===== config.mk =====
export PLATFORM = sky130hd
export DESIGN_NAME = pulse_period_tachometer_core_flat
export DESIGN_NICKNAME = d
export VERILOG_FILES = /design/src/sv/ppt_pkg.sv /design/src/sv/ppt_in_if.sv /design/src/sv/ppt_out_if.sv /design/src/sv/ppt_tracker.sv /design/src/sv/ppt_datapath.sv /design/src/sv/ppt_ctrl.sv /design/src/sv/pulse_period_tachometer_core.sv /design/src/flat_wrapper.sv
export SDC_FILE = /design/constraint.sdc
export NUM_CORES = 2
export LEC_CHECK = 0
export CELL_PAD_IN_SITES_DETAIL_PLACEMENT = 1
export CELL_PAD_IN_SITES_GLOBAL_PLACEMENT = 2
export CORE_MARGIN = 2
export CORE_UTILIZATION = 44
export CTS_CLUSTER_SIZE = 30
export DETAILED_ROUTE_END_ITERATION = 12
export DONT_BUFFER_PORTS = 1
export GPL_TIMING_DRIVEN = 0
export PLACE_DENSITY = 0.83
export SLEW_MARGIN = 40
export SYNTH_ARGS = -nofsm -noshare
export SYNTH_HDL_FRONTEND = slang
export SYNTH_SLANG_ARGS = --single-unit

===== constraint.sdc =====
create_clock -name clk -period 9.3 [get_ports clk]
set_clock_uncertainty 0.2 [all_clocks]
set_input_delay 1.395 -clock clk [delete_from_list [all_inputs] [get_ports clk]]
set_output_delay 1.395 -clock clk [all_outputs]
set_load 0.02 [all_outputs]

===== src/sv/ppt_pkg.sv =====
// shared types, widths and constants of the pulse period tachometer
package ppt_pkg;

    // measurement tick rate and derived numerators
    localparam longint unsigned TICK_RATE_HZ = 64'd1000000;
    localparam longint unsigned RPM_NUM      = 64'd60 * TICK_RATE_HZ;
    localparam longint unsigned SPD_NUM_MAX  = 64'd65535 * TICK_RATE_HZ;
    localparam longint unsigned MM_PER_M     = 64'd1000;

    // field widths
    localparam int TICKS_W  = 17;
    localparam int PERIOD_W = TICKS_W + 1;
    localparam int RPM_W    = 16;
    localparam int PPR_W    = 8;
    localparam int CIRC_W   = 16;
    localparam int VAL_W    = 16;
    localparam int Q_W      = VAL_W;

    // divider widths
    localparam int NUM_W  = (RPM_NUM > SPD_NUM_MAX) ? $clog2(RPM_NUM + 64'd1)
                                                    : $clog2(SPD_NUM_MAX + 64'd1);
    localparam int PROD_W = PPR_W + PERIOD_W;
    localparam int DEN_W  = PROD_W + $clog2(MM_PER_M + 64'd1);
    localparam int DSH_W  = DEN_W + Q_W - 1;
    localparam int CMP_W  = (NUM_W > DEN_W + Q_W) ? NUM_W : DEN_W + Q_W;
    localparam int CNT_W  = $clog2(Q_W);

    // configuration port
    localparam int CFG_IDX_W  = 3;
    localparam int CFG_DATA_W = TICKS_W;

    localparam logic [CFG_IDX_W-1:0] CFG_HIGH_TMO = 3'd0;
    localparam logic [CFG_IDX_W-1:0] CFG_LOW_TMO  = 3'd1;
    localparam logic [CFG_IDX_W-1:0] CFG_RPM_LIM  = 3'd2;
    localparam logic [CFG_IDX_W-1:0] CFG_PPR      = 3'd3;
    localparam logic [CFG_IDX_W-1:0] CFG_CIRC     = 3'd4;

    // configuration register file
    typedef struct packed {
        logic [TICKS_W-1:0] high_timeout_ticks;
        logic [TICKS_W-1:0] low_timeout_ticks;
        logic [RPM_W-1:0]   rpm_limit;
        logic [PPR_W-1:0]   pulses_per_rev;
        logic [CIRC_W-1:0]  circumference_mm;
    } cfg_t;

    // tracker events for the current beat
    typedef struct packed {
        logic complete;
        logic timeout;
    } evt_t;

    // controller to datapath commands
    typedef struct packed {
        logic ld_tmo;
        logic ld_rpm;
        logic ld_spd;
        logic div_step;
        logic ld_meas;
    } cmd_t;

    // datapath to controller status
    typedef struct packed {
        logic out_valid;
    } stat_t;

endpackage


===== src/sv/ppt_in_if.sv =====
// tick channel: valid, ready and the sampled pin level
interface ppt_in_if;
    logic valid;
    logic ready;
    logic pin_level;

    modport source (output valid, output pin_level, input ready);
    modport sink   (input valid, input pin_level, output ready);
endinterface


===== src/sv/ppt_out_if.sv =====
// result channel: valid, ready and the measurement result
interface ppt_out_if;
    import ppt_pkg::*;

    logic             valid;
    logic             ready;
    logic [VAL_W-1:0] rpm_value;
    logic [VAL_W-1:0] speed_value;
    logic             timed_out;

    modport source (output valid, output rpm_value, output speed_value,
                    output timed_out, input ready);
    modport sink   (input valid, input rpm_value, input speed_value,
                    input timed_out, output ready);
endinterface


===== src/sv/ppt_tracker.sv =====
// pin phase tracker: edge detection, phase counters and timeouts
module ppt_tracker (
    input  logic                         clk,
    input  logic                         rst_n,
    input  logic                         step,
    input  logic                         level,
    input  ppt_pkg::cfg_t                cfg,
    output ppt_pkg::evt_t                evt,
    output logic [ppt_pkg::PERIOD_W-1:0] period
);
    import ppt_pkg::*;

    localparam logic [1:0] PH_WAIT = 2'd0;
    localparam logic [1:0] PH_HIGH = 2'd1;
    localparam logic [1:0] PH_LOW  = 2'd2;
    localparam logic [TICKS_W-1:0] TICKS_MAX = '1;
    localparam logic [TICKS_W-1:0] TICKS_ONE = TICKS_W'(1);

    logic [1:0]         phase_reg, phase_next;
    logic               last_reg, last_next;
    logic [TICKS_W-1:0] pt_reg, pt_next;
    logic [TICKS_W-1:0] high_reg, high_next;
    logic [TICKS_W-1:0] low_reg, low_next;
    logic [TICKS_W-1:0] pt_inc;

    assign pt_inc = (pt_reg == TICKS_MAX) ? pt_reg : pt_reg + TICKS_ONE;

    // period from both phases, held while the result is computed
    assign period = PERIOD_W'(high_reg) + PERIOD_W'(low_reg);

    // one tick of the phase tracker
    always_comb
    begin
        phase_next   = phase_reg;
        last_next    = level;
        pt_next      = pt_reg;
        high_next    = high_reg;
        low_next     = low_reg;
        evt.complete = 1'b0;
        evt.timeout  = 1'b0;
        case (phase_reg)
            PH_LOW:
            begin
                if (level)
                begin
                    evt.complete = 1'b1;
                    phase_next   = PH_WAIT;
                    pt_next      = '0;
                end
                else
                begin
                    low_next = (low_reg == TICKS_MAX) ? low_reg : low_reg + TICKS_ONE;
                    pt_next  = pt_inc;
                    if (pt_inc >= cfg.low_timeout_ticks)
                    begin
                        evt.timeout = 1'b1;
                        phase_next  = PH_WAIT;
                        pt_next     = '0;
                    end
                end
            end
            PH_HIGH:
            begin
                if (!level)
                begin
                    phase_next = PH_LOW;
                    low_next   = TICKS_ONE;
                    pt_next    = TICKS_ONE;
                    if (TICKS_ONE >= cfg.low_timeout_ticks)
                    begin
                        evt.timeout = 1'b1;
                        phase_next  = PH_WAIT;
                        pt_next     = '0;
                    end
                end
                else
                begin
                    high_next = (high_reg == TICKS_MAX) ? high_reg : high_reg + TICKS_ONE;
                    pt_next   = pt_inc;
                    if (pt_inc >= cfg.high_timeout_ticks)
                    begin
                        evt.timeout = 1'b1;
                        phase_next  = PH_WAIT;
                        pt_next     = '0;
                    end
                end
            end
            default:
            begin
                // waiting, and the unused code behaves the same
                phase_next = PH_WAIT;
                if (!last_reg && level)
                begin
                    phase_next = PH_HIGH;
                    high_next  = TICKS_ONE;
                    low_next   = '0;
                end
                pt_next = pt_inc;
                if (pt_inc >= cfg.high_timeout_ticks)
                begin
                    evt.timeout = 1'b1;
                    phase_next  = PH_WAIT;
                    pt_next     = '0;
                end
            end
        endcase
    end

    // tracker state, advanced once per accepted beat
    always_ff @(posedge clk or negedge rst_n)
    begin
        if (!rst_n)
        begin
            phase_reg <= PH_WAIT;
            last_reg  <= 1'b1;
            pt_reg    <= '0;
            high_reg  <= '0;
            low_reg   <= '0;
        end
        else if (step)
        begin
            phase_reg <= phase_next;
            last_reg  <= last_next;
            pt_reg    <= pt_next;
            high_reg  <= high_next;
            low_reg   <= low_next;
        end
    end

endmodule


===== src/sv/ppt_datapath.sv =====
// result datapath: products, shared restoring divider and output register
module ppt_datapath (
    input  logic                         clk,
    input  logic                         rst_n,
    input  ppt_pkg::cfg_t                cfg,
    input  logic [ppt_pkg::PERIOD_W-1:0] period,
    input  ppt_pkg::cmd_t                cmd,
    output ppt_pkg::stat_t               st,
    ppt_out_if.source                    result
);
    import ppt_pkg::*;

    localparam logic [VAL_W-1:0] VAL_MAX = '1;

    logic [PROD_W-1:0] prod_reg;
    logic [NUM_W-1:0]  snum_reg;
    logic [DEN_W-1:0]  sden_reg;
    logic              spd_zero_reg;
    logic [NUM_W-1:0]  rem_reg, rem_next;
    logic [DSH_W-1:0]  dsh_reg, dsh_next;
    logic [Q_W-1:0]    q_reg, q_next;
    logic              ovf_reg, ovf_next;
    logic [Q_W-1:0]    rpm_q_reg;
    logic              rpm_ovf_reg;
    logic              out_valid_reg;
    logic [VAL_W-1:0]  rpm_out_reg, spd_out_reg;
    logic              tmo_out_reg;

    logic [NUM_W-1:0]  div_num;
    logic [DEN_W-1:0]  div_den;
    logic [CMP_W-1:0]  rem_ext, dsh_ext, diff;
    logic              ge;
    logic [VAL_W-1:0]  rpm_final, spd_final;

    // divider operands: rpm uses the bare period, speed the scaled product
    assign div_num = cmd.ld_spd ? snum_reg : NUM_W'(RPM_NUM);
    assign div_den = cmd.ld_spd ? sden_reg : DEN_W'(period);

    // one quotient bit per step
    assign rem_ext = CMP_W'(rem_reg);
    assign dsh_ext = CMP_W'(dsh_reg);
    assign ge      = rem_ext >= dsh_ext;
    assign diff    = rem_ext - dsh_ext;

    always_comb
    begin
        rem_next = rem_reg;
        dsh_next = dsh_reg;
        q_next   = q_reg;
        ovf_next = ovf_reg;
        if (cmd.ld_rpm || cmd.ld_spd)
        begin
            // quotient of 2^16 or more is caught up front
            rem_next = div_num;
            dsh_next = DSH_W'(div_den) << (Q_W - 1);
            q_next   = '0;
            ovf_next = CMP_W'(div_num) >= (CMP_W'(div_den) << Q_W);
        end
        else if (cmd.div_step)
        begin
            if (ge)
            begin
                rem_next = diff[NUM_W-1:0];
            end
            q_next   = {q_reg[Q_W-2:0], ge};
            dsh_next = dsh_reg >> 1;
        end
    end

    always_ff @(posedge clk)
    begin
        rem_reg <= rem_next;
        dsh_reg <= dsh_next;
        q_reg   <= q_next;
        ovf_reg <= ovf_next;
    end

    // operand products: pulse-count product and speed numerator at the rpm load, scaled denominator on divider steps
    always_ff @(posedge clk)
    begin
        if (cmd.ld_rpm)
        begin
            prod_reg     <= PROD_W'(cfg.pulses_per_rev) * PROD_W'(period);
            snum_reg     <= NUM_W'(cfg.circumference_mm) * NUM_W'(TICK_RATE_HZ);
            spd_zero_reg <= (cfg.pulses_per_rev == '0);
        end
        if (cmd.div_step)
        begin
            sden_reg <= DEN_W'(prod_reg) * DEN_W'(MM_PER_M);
        end
        if (cmd.ld_spd)
        begin
            rpm_q_reg   <= q_reg;
            rpm_ovf_reg <= ovf_reg;
        end
    end

    // limit and saturation of the finished quotients
    assign rpm_final = (rpm_ovf_reg || (rpm_q_reg >= cfg.rpm_limit)) ? '0 : rpm_q_reg;
    assign spd_final = spd_zero_reg ? '0 : (ovf_reg ? VAL_MAX : q_reg);

    // output register
    always_ff @(posedge clk or negedge rst_n)
    begin
        if (!rst_n)
        begin
            out_valid_reg <= 1'b0;
        end
        else if (cmd.ld_tmo || cmd.ld_meas)
        begin
            out_valid_reg <= 1'b1;
        end
        else if (result.ready)
        begin
            out_valid_reg <= 1'b0;
        end
    end

    always_ff @(posedge clk)
    begin
        if (cmd.ld_tmo)
        begin
            rpm_out_reg <= '0;
            spd_out_reg <= '0;
            tmo_out_reg <= 1'b1;
        end
        else if (cmd.ld_meas)
        begin
            rpm_out_reg <= rpm_final;
            spd_out_reg <= spd_final;
            tmo_out_reg <= 1'b0;
        end
    end

    assign result.valid       = out_valid_reg;
    assign result.rpm_value   = rpm_out_reg;
    assign result.speed_value = spd_out_reg;
    assign result.timed_out   = tmo_out_reg;
    assign st.out_valid       = out_valid_reg;

endmodule


===== src/sv/ppt_ctrl.sv =====
// controller: tick acceptance and sequencing of the result computation
module ppt_ctrl (
    input  logic           clk,
    input  logic           rst_n,
    input  logic           in_valid,
    output logic           in_ready,
    input  logic           out_ready,
    input  ppt_pkg::evt_t  evt,
    input  ppt_pkg::stat_t st,
    output ppt_pkg::cmd_t  cmd
);
    import ppt_pkg::*;

    localparam logic [2:0] S_IDLE   = 3'd0;
    localparam logic [2:0] S_LOAD_R = 3'd1;
    localparam logic [2:0] S_DIV_R  = 3'd2;
    localparam logic [2:0] S_LOAD_S = 3'd3;
    localparam logic [2:0] S_DIV_S  = 3'd4;
    localparam logic [2:0] S_OUT    = 3'd5;
    localparam logic [CNT_W-1:0] CNT_LAST = CNT_W'(Q_W - 1);

    logic [2:0]       state_reg, state_next;
    logic [CNT_W-1:0] cnt_reg, cnt_next;
    logic             slot_free;
    logic             in_acc;

    assign slot_free = !st.out_valid || out_ready;
    assign in_acc    = in_valid && in_ready;

    // next state and commands
    always_comb
    begin
        state_next   = state_reg;
        cnt_next     = cnt_reg;
        in_ready     = 1'b0;
        cmd          = '0;
        case (state_reg)
            S_IDLE:
            begin
                in_ready   = slot_free;
                cmd.ld_tmo = in_valid && slot_free && evt.timeout;
                if (in_valid && slot_free && evt.complete)
                begin
                    state_next = S_LOAD_R;
                end
            end
            S_LOAD_R:
            begin
                cmd.ld_rpm = 1'b1;
                cnt_next   = '0;
                state_next = S_DIV_R;
            end
            S_DIV_R:
            begin
                cmd.div_step = 1'b1;
                cnt_next     = cnt_reg + 1'b1;
                if (cnt_reg == CNT_LAST)
                begin
                    state_next = S_LOAD_S;
                end
            end
            S_LOAD_S:
            begin
                cmd.ld_spd = 1'b1;
                cnt_next   = '0;
                state_next = S_DIV_S;
            end
            S_DIV_S:
            begin
                cmd.div_step = 1'b1;
                cnt_next     = cnt_reg + 1'b1;
                if (cnt_reg == CNT_LAST)
                begin
                    state_next = S_OUT;
                end
            end
            S_OUT:
            begin
                if (slot_free)
                begin
                    cmd.ld_meas = 1'b1;
                    state_next  = S_IDLE;
                end
            end
            default:
            begin
                state_next = S_IDLE;
            end
        endcase
    end

    // state registers
    always_ff @(posedge clk or negedge rst_n)
    begin
        if (!rst_n)
        begin
            state_reg <= S_IDLE;
            cnt_reg   <= '0;
        end
        else
        begin
            state_reg <= state_next;
            cnt_reg   <= cnt_next;
        end
    end

    // a result is never written over one that has not been taken
    a_no_overwrite: assert property (@(posedge clk) disable iff (!rst_n)
        (cmd.ld_tmo || cmd.ld_meas) |-> slot_free)
        else $error("result register overwritten before delivery");

    // a completing beat always starts the rpm division
    a_start_div: assert property (@(posedge clk) disable iff (!rst_n)
        (in_acc && evt.complete) |=> (state_reg == S_LOAD_R))
        else $error("completed measurement did not start the division");

    // rpm division runs its full count before the speed division
    a_div_len: assert property (@(posedge clk) disable iff (!rst_n)
        (state_reg == S_DIV_R && cnt_reg == CNT_LAST) |=> (state_reg == S_LOAD_S))
        else $error("rpm division ended at the wrong step");

    // a completion and a timeout never come from the same beat
    a_evt_excl: assert property (@(posedge clk) disable iff (!rst_n)
        in_acc |-> !(evt.complete && evt.timeout))
        else $error("completion and timeout on one beat");

endmodule


===== src/sv/pulse_period_tachometer_core.sv =====
// Pulse period tachometer top level: configuration registers, tracker,
// controller and datapath. Each tick beat carries the sampled tach pin level
// and is normally accepted as soon as it is offered; a tick that ends a
// period by a rising edge starts the rpm and speed computation, which holds
// the tick channel off through a load and 16 divider steps for rpm, a load
// and 16 steps for speed and the output load, on the shared one-bit-per-cycle
// restoring divider. A timeout gives its result on the beat itself. One result
// register sits on the output; ticks are taken while it is empty or being
// taken, and otherwise wait. Configuration writes take effect at once.
module pulse_period_tachometer_core (
    input  logic                           clk,
    input  logic                           rst_n,
    ppt_in_if.sink                         tick,
    ppt_out_if.source                      result,
    input  logic                           cfg_we,
    input  logic [ppt_pkg::CFG_IDX_W-1:0]  cfg_index,
    input  logic [ppt_pkg::CFG_DATA_W-1:0] cfg_data
);
    import ppt_pkg::*;

    cfg_t                cfg_reg;
    evt_t                evt;
    cmd_t                cmd;
    stat_t               st;
    logic [PERIOD_W-1:0] period;
    logic                in_ready;
    logic                step;

    // configuration registers
    always_ff @(posedge clk or negedge rst_n)
    begin
        if (!rst_n)
        begin
            cfg_reg.high_timeout_ticks <= TICKS_W'(65000);
            cfg_reg.low_timeout_ticks  <= TICKS_W'(125000);
            cfg_reg.rpm_limit          <= RPM_W'(13500);
            cfg_reg.pulses_per_rev     <= PPR_W'(6);
            cfg_reg.circumference_mm   <= CIRC_W'(1000);
        end
        else if (cfg_we)
        begin
            case (cfg_index)
                CFG_HIGH_TMO: cfg_reg.high_timeout_ticks <= cfg_data[TICKS_W-1:0];
                CFG_LOW_TMO:  cfg_reg.low_timeout_ticks  <= cfg_data[TICKS_W-1:0];
                CFG_RPM_LIM:  cfg_reg.rpm_limit          <= cfg_data[RPM_W-1:0];
                CFG_PPR:      cfg_reg.pulses_per_rev     <= cfg_data[PPR_W-1:0];
                CFG_CIRC:     cfg_reg.circumference_mm   <= cfg_data[CIRC_W-1:0];
                default:      ;
            endcase
        end
    end

    // tick beat handshake
    assign tick.ready = in_ready;
    assign step       = tick.valid && in_ready;

    ppt_tracker u_tracker (
        .clk    (clk),
        .rst_n  (rst_n),
        .step   (step),
        .level  (tick.pin_level),
        .cfg    (cfg_reg),
        .evt    (evt),
        .period (period)
    );

    ppt_ctrl u_ctrl (
        .clk       (clk),
        .rst_n     (rst_n),
        .in_valid  (tick.valid),
        .in_ready  (in_ready),
        .out_ready (result.ready),
        .evt       (evt),
        .st        (st),
        .cmd       (cmd)
    );

    ppt_datapath u_datapath (
        .clk    (clk),
        .rst_n  (rst_n),
        .cfg    (cfg_reg),
        .period (period),
        .cmd    (cmd),
        .st     (st),
        .result (result)
    );

endmodule

===== src/flat_wrapper.sv =====
// flat-port wrapper written by rule: the top's interface ports become plain ports
module pulse_period_tachometer_core_flat import ppt_pkg::*;
  (clk, rst_n, cfg_we, cfg_index, cfg_data, tick_valid, tick_pin_level, tick_ready, result_valid, result_rpm_value, result_speed_value, result_timed_out, result_ready);
  ppt_in_if tick_i ();
  ppt_out_if result_i ();
  input  logic clk;
  input  logic rst_n;
  input  logic cfg_we;
  input  logic [ppt_pkg::CFG_IDX_W-1:0] cfg_index;
  input  logic [ppt_pkg::CFG_DATA_W-1:0] cfg_data;
  input wire logic [$bits(tick_i.valid)-1:0] tick_valid;
  input wire logic [$bits(tick_i.pin_level)-1:0] tick_pin_level;
  output wire logic [$bits(tick_i.ready)-1:0] tick_ready;
  output wire logic [$bits(result_i.valid)-1:0] result_valid;
  output wire logic [$bits(result_i.rpm_value)-1:0] result_rpm_value;
  output wire logic [$bits(result_i.speed_value)-1:0] result_speed_value;
  output wire logic [$bits(result_i.timed_out)-1:0] result_timed_out;
  input wire logic [$bits(result_i.ready)-1:0] result_ready;
  assign tick_i.valid = tick_valid;
  assign tick_i.pin_level = tick_pin_level;
  assign tick_ready = tick_i.ready;
  assign result_valid = result_i.valid;
  assign result_rpm_value = result_i.rpm_value;
  assign result_speed_value = result_i.speed_value;
  assign result_timed_out = result_i.timed_out;
  assign result_i.ready = result_ready;
  pulse_period_tachometer_core u_core (.clk(clk), .rst_n(rst_n), .tick(tick_i), .result(result_i), .cfg_we(cfg_we), .cfg_index(cfg_index), .cfg_data(cfg_data));
endmodule

== After elaboration in Yosys (flattened, before gate mapping) ==
Cells that the tools add are included.
Storage, ports and cells
  output and inout bits: 35
  memory bits (writable): 0
  bits in latches: 0
  memories: 0
  word-level logic and storage cells: 158
  memory bits (read-only): 0
  register bits after elaboration: 380
Cells by class
  $add $sub $neg: 6
  bitwise logic cells: 1
  mux-type cells: 57
  shift operators: 0
  div/mod/pow operators: 0
  multiply operators: 3
  $lt $le $gt $ge: 6
  equal/unequal tests: 26
  reduce and logical (&&, ||, !) cells: 32
Operators by type and width (number)
  $mux 17: 12
  $mux 36: 5
  $mux 51: 2
  $pmux 17 s2: 3
  $ge 36x52->1: 1
  $add 17x1->17 const B: 3
  $eq 17x17->1 const B: 3
  $ge 36x51->1: 1
  $mux 16: 3
  $sub 36x36->36: 1
  $ge 17x17->1: 2
  $mul 26x7->33 const B: 1
  $mul 16x14->30 const B: 1
  $mul 8x18->26: 1
  $add 17x17->18: 1
  $mux 1: 18
  $ne 2x2->1 const B: 9
  $pmux 3 s6: 1
  $ge 1x17->1 const A: 1
  $ge 16x16->1: 1
  $eq 3x2->1 const B: 4
  $mux 2: 6
  $mux 3: 4
  $reduce_and 2->1: 6
  other kinds (22): 41

== Logic depth before layout (Yosys ltp) ==
  word-level depth: 10
  depth in mapped cells: 24
  depth with buffers taken out: 24

== Hierarchy ==
A second synthesis with hierarchy kept.
Unflattened totals
  cells, all modules: 3151
  area, all modules: 32093.3 µm²
Modules (own cells, without submodules)
  ppt_datapath: area each 23836.6 µm², times used 1, cells each 2342, sequential area each 6711.4 µm²
  ppt_tracker: area each 4849.7 µm², times used 1, cells each 592, sequential area each 1352.5 µm²
  pulse_period_tachometer_core: area each 2882.8 µm², times used 1, cells each 161, sequential area each 1894.3 µm²
  ppt_ctrl: area each 524.3 µm², times used 1, cells each 56, sequential area each 175.2 µm²

== Worst setup path after synthesis ==
No wires, ideal clock.
  path type: reg-to-reg
  start: reg u_core.u_tracker.high_reg[0]
  end: reg u_core.u_datapath.prod_reg[25], data pin
  period minus slack after synthesis: 6.504 ns
  cell stages (with the launch flop): 24
  setup slack: 2.796 ns
  arrival: 6.045 ns
  setup time: 0.259 ns
  cells stage by stage: dfrtp_1 -> ha_1 -> fa_1 -> a211oi_1 -> o21ai_0 -> nand3_1 -> a31o_2 -> o211ai_1 -> a21oi_1 -> xnor2_1 -> and2_1 -> fa_1 -> fa_1 -> fa_1 -> inv_1 -> fa_1 -> inv_1 -> ha_1 -> a21o_1 -> a21oi_1 -> nand3b_1 -> o2111a_1 -> o2111a_1 -> a211o_1
Between the ends
  cells in the longest elaborated chain, start to end: 2
RTL lines
  start: declaration: line ppt_tracker.sv:22  | logic [TICKS_W-1:0] high_reg, high_next;
  start signal: assignment: line ppt_tracker.sv:125  | high_reg <= high_next;
  $add 17x17->18: line ppt_tracker.sv:29  | assign period = PERIOD_W'(high_reg) + PERIOD_W'(low_reg);
  $mul 8x18->26: line ppt_datapath.sv:83  | prod_reg <= PROD_W'(cfg.pulses_per_rev) * PROD_W'(period);
  end signal: assignment: line ppt_datapath.sv:83
  end: declaration: line ppt_datapath.sv:15  | logic [PROD_W-1:0] prod_reg;
Every way passes these cells.
A chain may end at the register's enable or synchronous reset.

== Worst setup path in the final report ==
  start: reg u_core.u_tracker.low_reg[2]
  end: reg u_core.u_datapath.prod_reg[25], data pin
Between the ends
  cells in the longest elaborated chain, start to end: 2
RTL lines
  start: declaration: line ppt_tracker.sv:23  | logic [TICKS_W-1:0] low_reg, low_next;
  start signal: assignment: line ppt_tracker.sv:126  | low_reg <= low_next;
  $add 17x17->18: line ppt_tracker.sv:29
  $mul 8x18->26: line ppt_datapath.sv:83
Every way passes these cells.

==> metrics.md <==
| Metric | Value |
|---|---|
| Status | completed |
| Clk pwr share | 16.3% |
| Area occupied by multi-input gates | 19800 µm² |
| GP Congestion | 0.887 |
| Slowest-stage cell, CP | xor2_2 |
| Remaining antenna violation count after routing | 0 |
| Critical path arrival | 7.92 ns |
| Max-Cap Viols | 0 |
| Post-synth cell types | 82 |
| Total CTS buffers | 45 |
| RSZ-0062 raised after global routing | no |
| Share of cells above drive strength 1 | 6.07% |
| Crit path buffers/inverters | 2 |
| Pre-Repair DR Iteration Count | 5 |
| Top post-synthesis cells by count | ha_1, inv_1, nand2_1, fa_1, a21oi_1 |
| Net Sw Frac | 44.2% |
| # fillers | 7805 |
| Syn-to-layout area delta | 9.76% |
| Synth top area share | 17.3% |
| Hold/Removal Path Class | register to register |
| Leak Pwr | 15.2 nW |
| Clk sinks | 380 |
| Min-Delay Startpoint | u_core.u_datapath.dsh_reg[2]$_SDFFE_PN0N_ |
| Sequential area share after synthesis | 32.4% |
| Die area | 73300 µm² |
| Int Power | 6.42 mW |
| First-pass GRT wire length | 143000 µm |
| Final Max Tran Viols | 0 |
| Number of enable flip-flop cells after synthesis | 180 |
| Buffers added on ports | 0 |
| DR DRC count | 0 |
| Finished Cell Area | 34400 µm² |
| Sequential Power Share | 23.5% |
| CTS clk-pin slew, worst paths | 0.06 ns |
| Worst-Skew Late Latency | 0.58 ns |
| Routed WL | 89600 µm |
| Power Density | 335 nW/µm² |
| Core Box Area | 70300 µm² |
| Clk root buf | clkbuf_16 |
| Overall Global Routing Usage | 24.7% |
| TritonCTS clock tree | yes |
| DR WL/cell | 21.6 µm |
| Levels on crit path | 21 |
| Area after DPL | 32700 µm² |
| IO Count | 61 |
| Top_reg_cell synth | edfxtp_1 |
| Worst-Margin Slew | 0.913 ns |
| Async set-or-reset flop fraction in the synthesized netlist | 35.8% |
| Worst setup path category | register to register |
| Die Wd | 271 µm |
| #FFs+latches synth | 380 |
| P_sw | 5.09 mW |
| Largest buffer count on any clock path | 3 |
| Setup Viol. Count Final | 0 |
| CP Launch Type | register |
| Crit path max-delay family | adder cells |
| CP max FO | 10 |
| Biggest area consumer among synthesized cells | edfxtp_1 |
| Crit path largest cell delay | 0.72 ns |
| Avg Synthesized Cell Area | 10.0 µm² |
| Worst r2r path cells | 21 |
| Hold-critical path depth | 2 |
| Die Height | 271 µm |
| Pin count of the biggest net entering global routing | 137 |
| DRT iter0 DRCs | 1345 |
| Crit end category | register |
| Post-DP HPWL | 71200 µm |
| Critical path cell sequence | ha_1, a21oi_1, o21a_1, o21ai_0, a31oi_1, or3_1, xor2_2, nor2b_1, fa_1, fa_1, fa_1, inv_1, fa_1, inv_1, ha_1, a21o_1, a21oi_1, nand3b_1, o2111a_1, o2111a_1, a211o_1 |
| Largest register FFs | 74 |
| Standard-cell rows | 97 |
| Reg-to-reg critical path startpoint | u_core.u_tracker.low_reg[2]$_DFFE_PN0P_ |
| Ys Warns | 0 |
| Slew HR | 39.1% |
| Synth area leaders | edfxtp_1, fa_1, ha_1, dfrtp_1, dfxtp_1 |
| Post-synthesis cell count | 3122 |
| Initial antenna violation count | 7 |
| Tmin final | 7.79 ns |
| Final TNS setup | 0 ns |
| Initial Utilization | 44.6% |
| Worst setup path start | u_core.u_tracker.low_reg[2]$_DFFE_PN0P_ |
| Hold-fix buffer count after cts | 0 |
| CP dominant cell by count | fa_1 |
| Fmax achieved | 128 MHz |
| VDD IR max | 563 µV |
| Hold Violations, Final | 0 |
| Tcrit/Tclk final | 83.8% |
| Combinational share of power | 60.2% |
| Fin nets | 3803 |
| CP required | 9.42 ns |
| Cell with the most instances after synthesis | ha_1 |
| H-tree depth | 2 |
| Post-CTS Resized | 0 |
| Syn nets | 3748 |
| Cell Area, Synth | 31300 µm² |
| Grt total ovfl | 0 |
| Vias in the first global route | 25700 |
| Setup Buffers After CTS | 0 |
| Vias | 23600 |
| Sequential Area | 10100 µm² |
| Via density per instance | 5.68 |
-- stage by stage --
| stage | cells | hold slack [ns] | power [mW] | utilization (%) | setup WS, ns |
|---|---|---|---|---|---|
| after floorplan | 3122 | 0.224 | 7.90 | - | 2.80 |
| after global placement | 4062 | 0.256 | 9.43 | 46.2 | 1.47 |
| after detailed placement | 4070 | 0.267 | 9.70 | 46.6 | 1.63 |
| after CTS | 4153 | 0.278 | 11.6 | 48.8 | 1.58 |
| after global routing | 4153 | 0.279 | 12.7 | 48.9 | 1.18 |
| final | 4154 | 0.279 | 11.5 | 48.9 | 1.51 |
-- layout make-up --
| class | count | area share [%] |
|---|---|---|
| Antenna cell | 1 | 0.00728 |
| Buffer | 100 | 1.15 |
| Clock buffer | 64 | 3.96 |
| Clock inverter | 19 | 0.630 |
| Inverter | 307 | 3.37 |
| Multi-Input combinational cell | 2335 | 57.6 |
| Sequential cell | 380 | 29.5 |
| Tap cell | 940 | 3.42 |
| Timing Repair Buffer | 8 | 0.335 |
-- worst paths after layout --
check,to,slack [ns]
worst max register to register,u_core.u_datapath.prod_reg[25]$_DFFE_PP_,1.51
worst max-delay path,u_core.u_datapath.prod_reg[25]$_DFFE_PP_,1.51
worst min register to register,u_core.u_datapath.dsh_reg[1]$_SDFFE_PN0N_,0.28
worst min-delay path,u_core.u_datapath.dsh_reg[1]$_SDFFE_PN0N_,0.28
min in group asynchronous,u_core.cfg_reg[52]$_DFFE_PN0P_,0.30
max in group asynchronous,u_core.u_tracker.last_reg$_DFFE_PN1P_,8.27
-- worst register-to-register path, stage by stage (launching register included) --
cell,delay [ns]
dfrtp_1,0.48
ha_1,0.49
a21oi_1,0.20
o21a_1,0.24
o21ai_0,0.39
a31oi_1,0.18
or3_1,0.41
xor2_2,0.73
nor2b_1,0.22
fa_1,0.57
fa_1,0.53
fa_1,0.55
inv_1,0.06
fa_1,0.54
inv_1,0.05
ha_1,0.37
a21o_1,0.21
a21oi_1,0.20
nand3b_1,0.15
o2111a_1,0.31
o2111a_1,0.27
a211o_1,0.24
-- kinds of logic (layout without fill, tap and decap cells) --
kind of cell | Yosys count | in the layout | synth area share [%]
xor gates and xnor gates | 122 | 122 | 3.41
buffers and inverters | 407 | 498 | 4.93
AOI/OAI and AO/OA | 690 | 690 | 14.1
DFF | 380 | 380 | 32.4
muxes | 38 | 38 | 1.29
other | 0 | 1 | 0
adders and majority gates | 600 | 600 | 29.9
and+or+nand+nor | 885 | 885 | 14.0
-- power groups by stage --
stage,registers (mW),clock network (mW),logic (mW)
2_1_floorplan,2.65,0,5.25
3_3_place_gp,2.72,0,6.70
3_5_place_dp,2.73,0,6.97
4_1_cts,2.71,1.93,7.01
5_1_grt,2.74,1.99,7.93
6_report,2.70,1.88,6.92
-- cells in the final DEF (no fill, tap or decap), drive strengths merged, types with 32 or more instances in the layout --
cell type    n
nor2b       32
and3        44
nand3       70
inv        307
dfrtp      101
nand4       35
edfxtp     180
a21o        75
a21oi      186
dfstp       35
and2       123
nor2       136
nor3        52
ha         353
dfxtp       64
o21ai      183
xnor2       95
nand2      292
a22o        39
clkbuf     152
fa         247
-- per-layer routing --
layer,share of wire (%),routed length (µm),vias to the layer above,GRT usage (%)
met5,0.030,27,-,0
met1,42,37700,12000,30.7
met4,3.1,2750,4,7.65
met3,4.2,3800,159,3.58
li1,-,-,11000,-
met2,51,45400,424,43.9
Note: power is estimated with default switching activity, not from simulation.
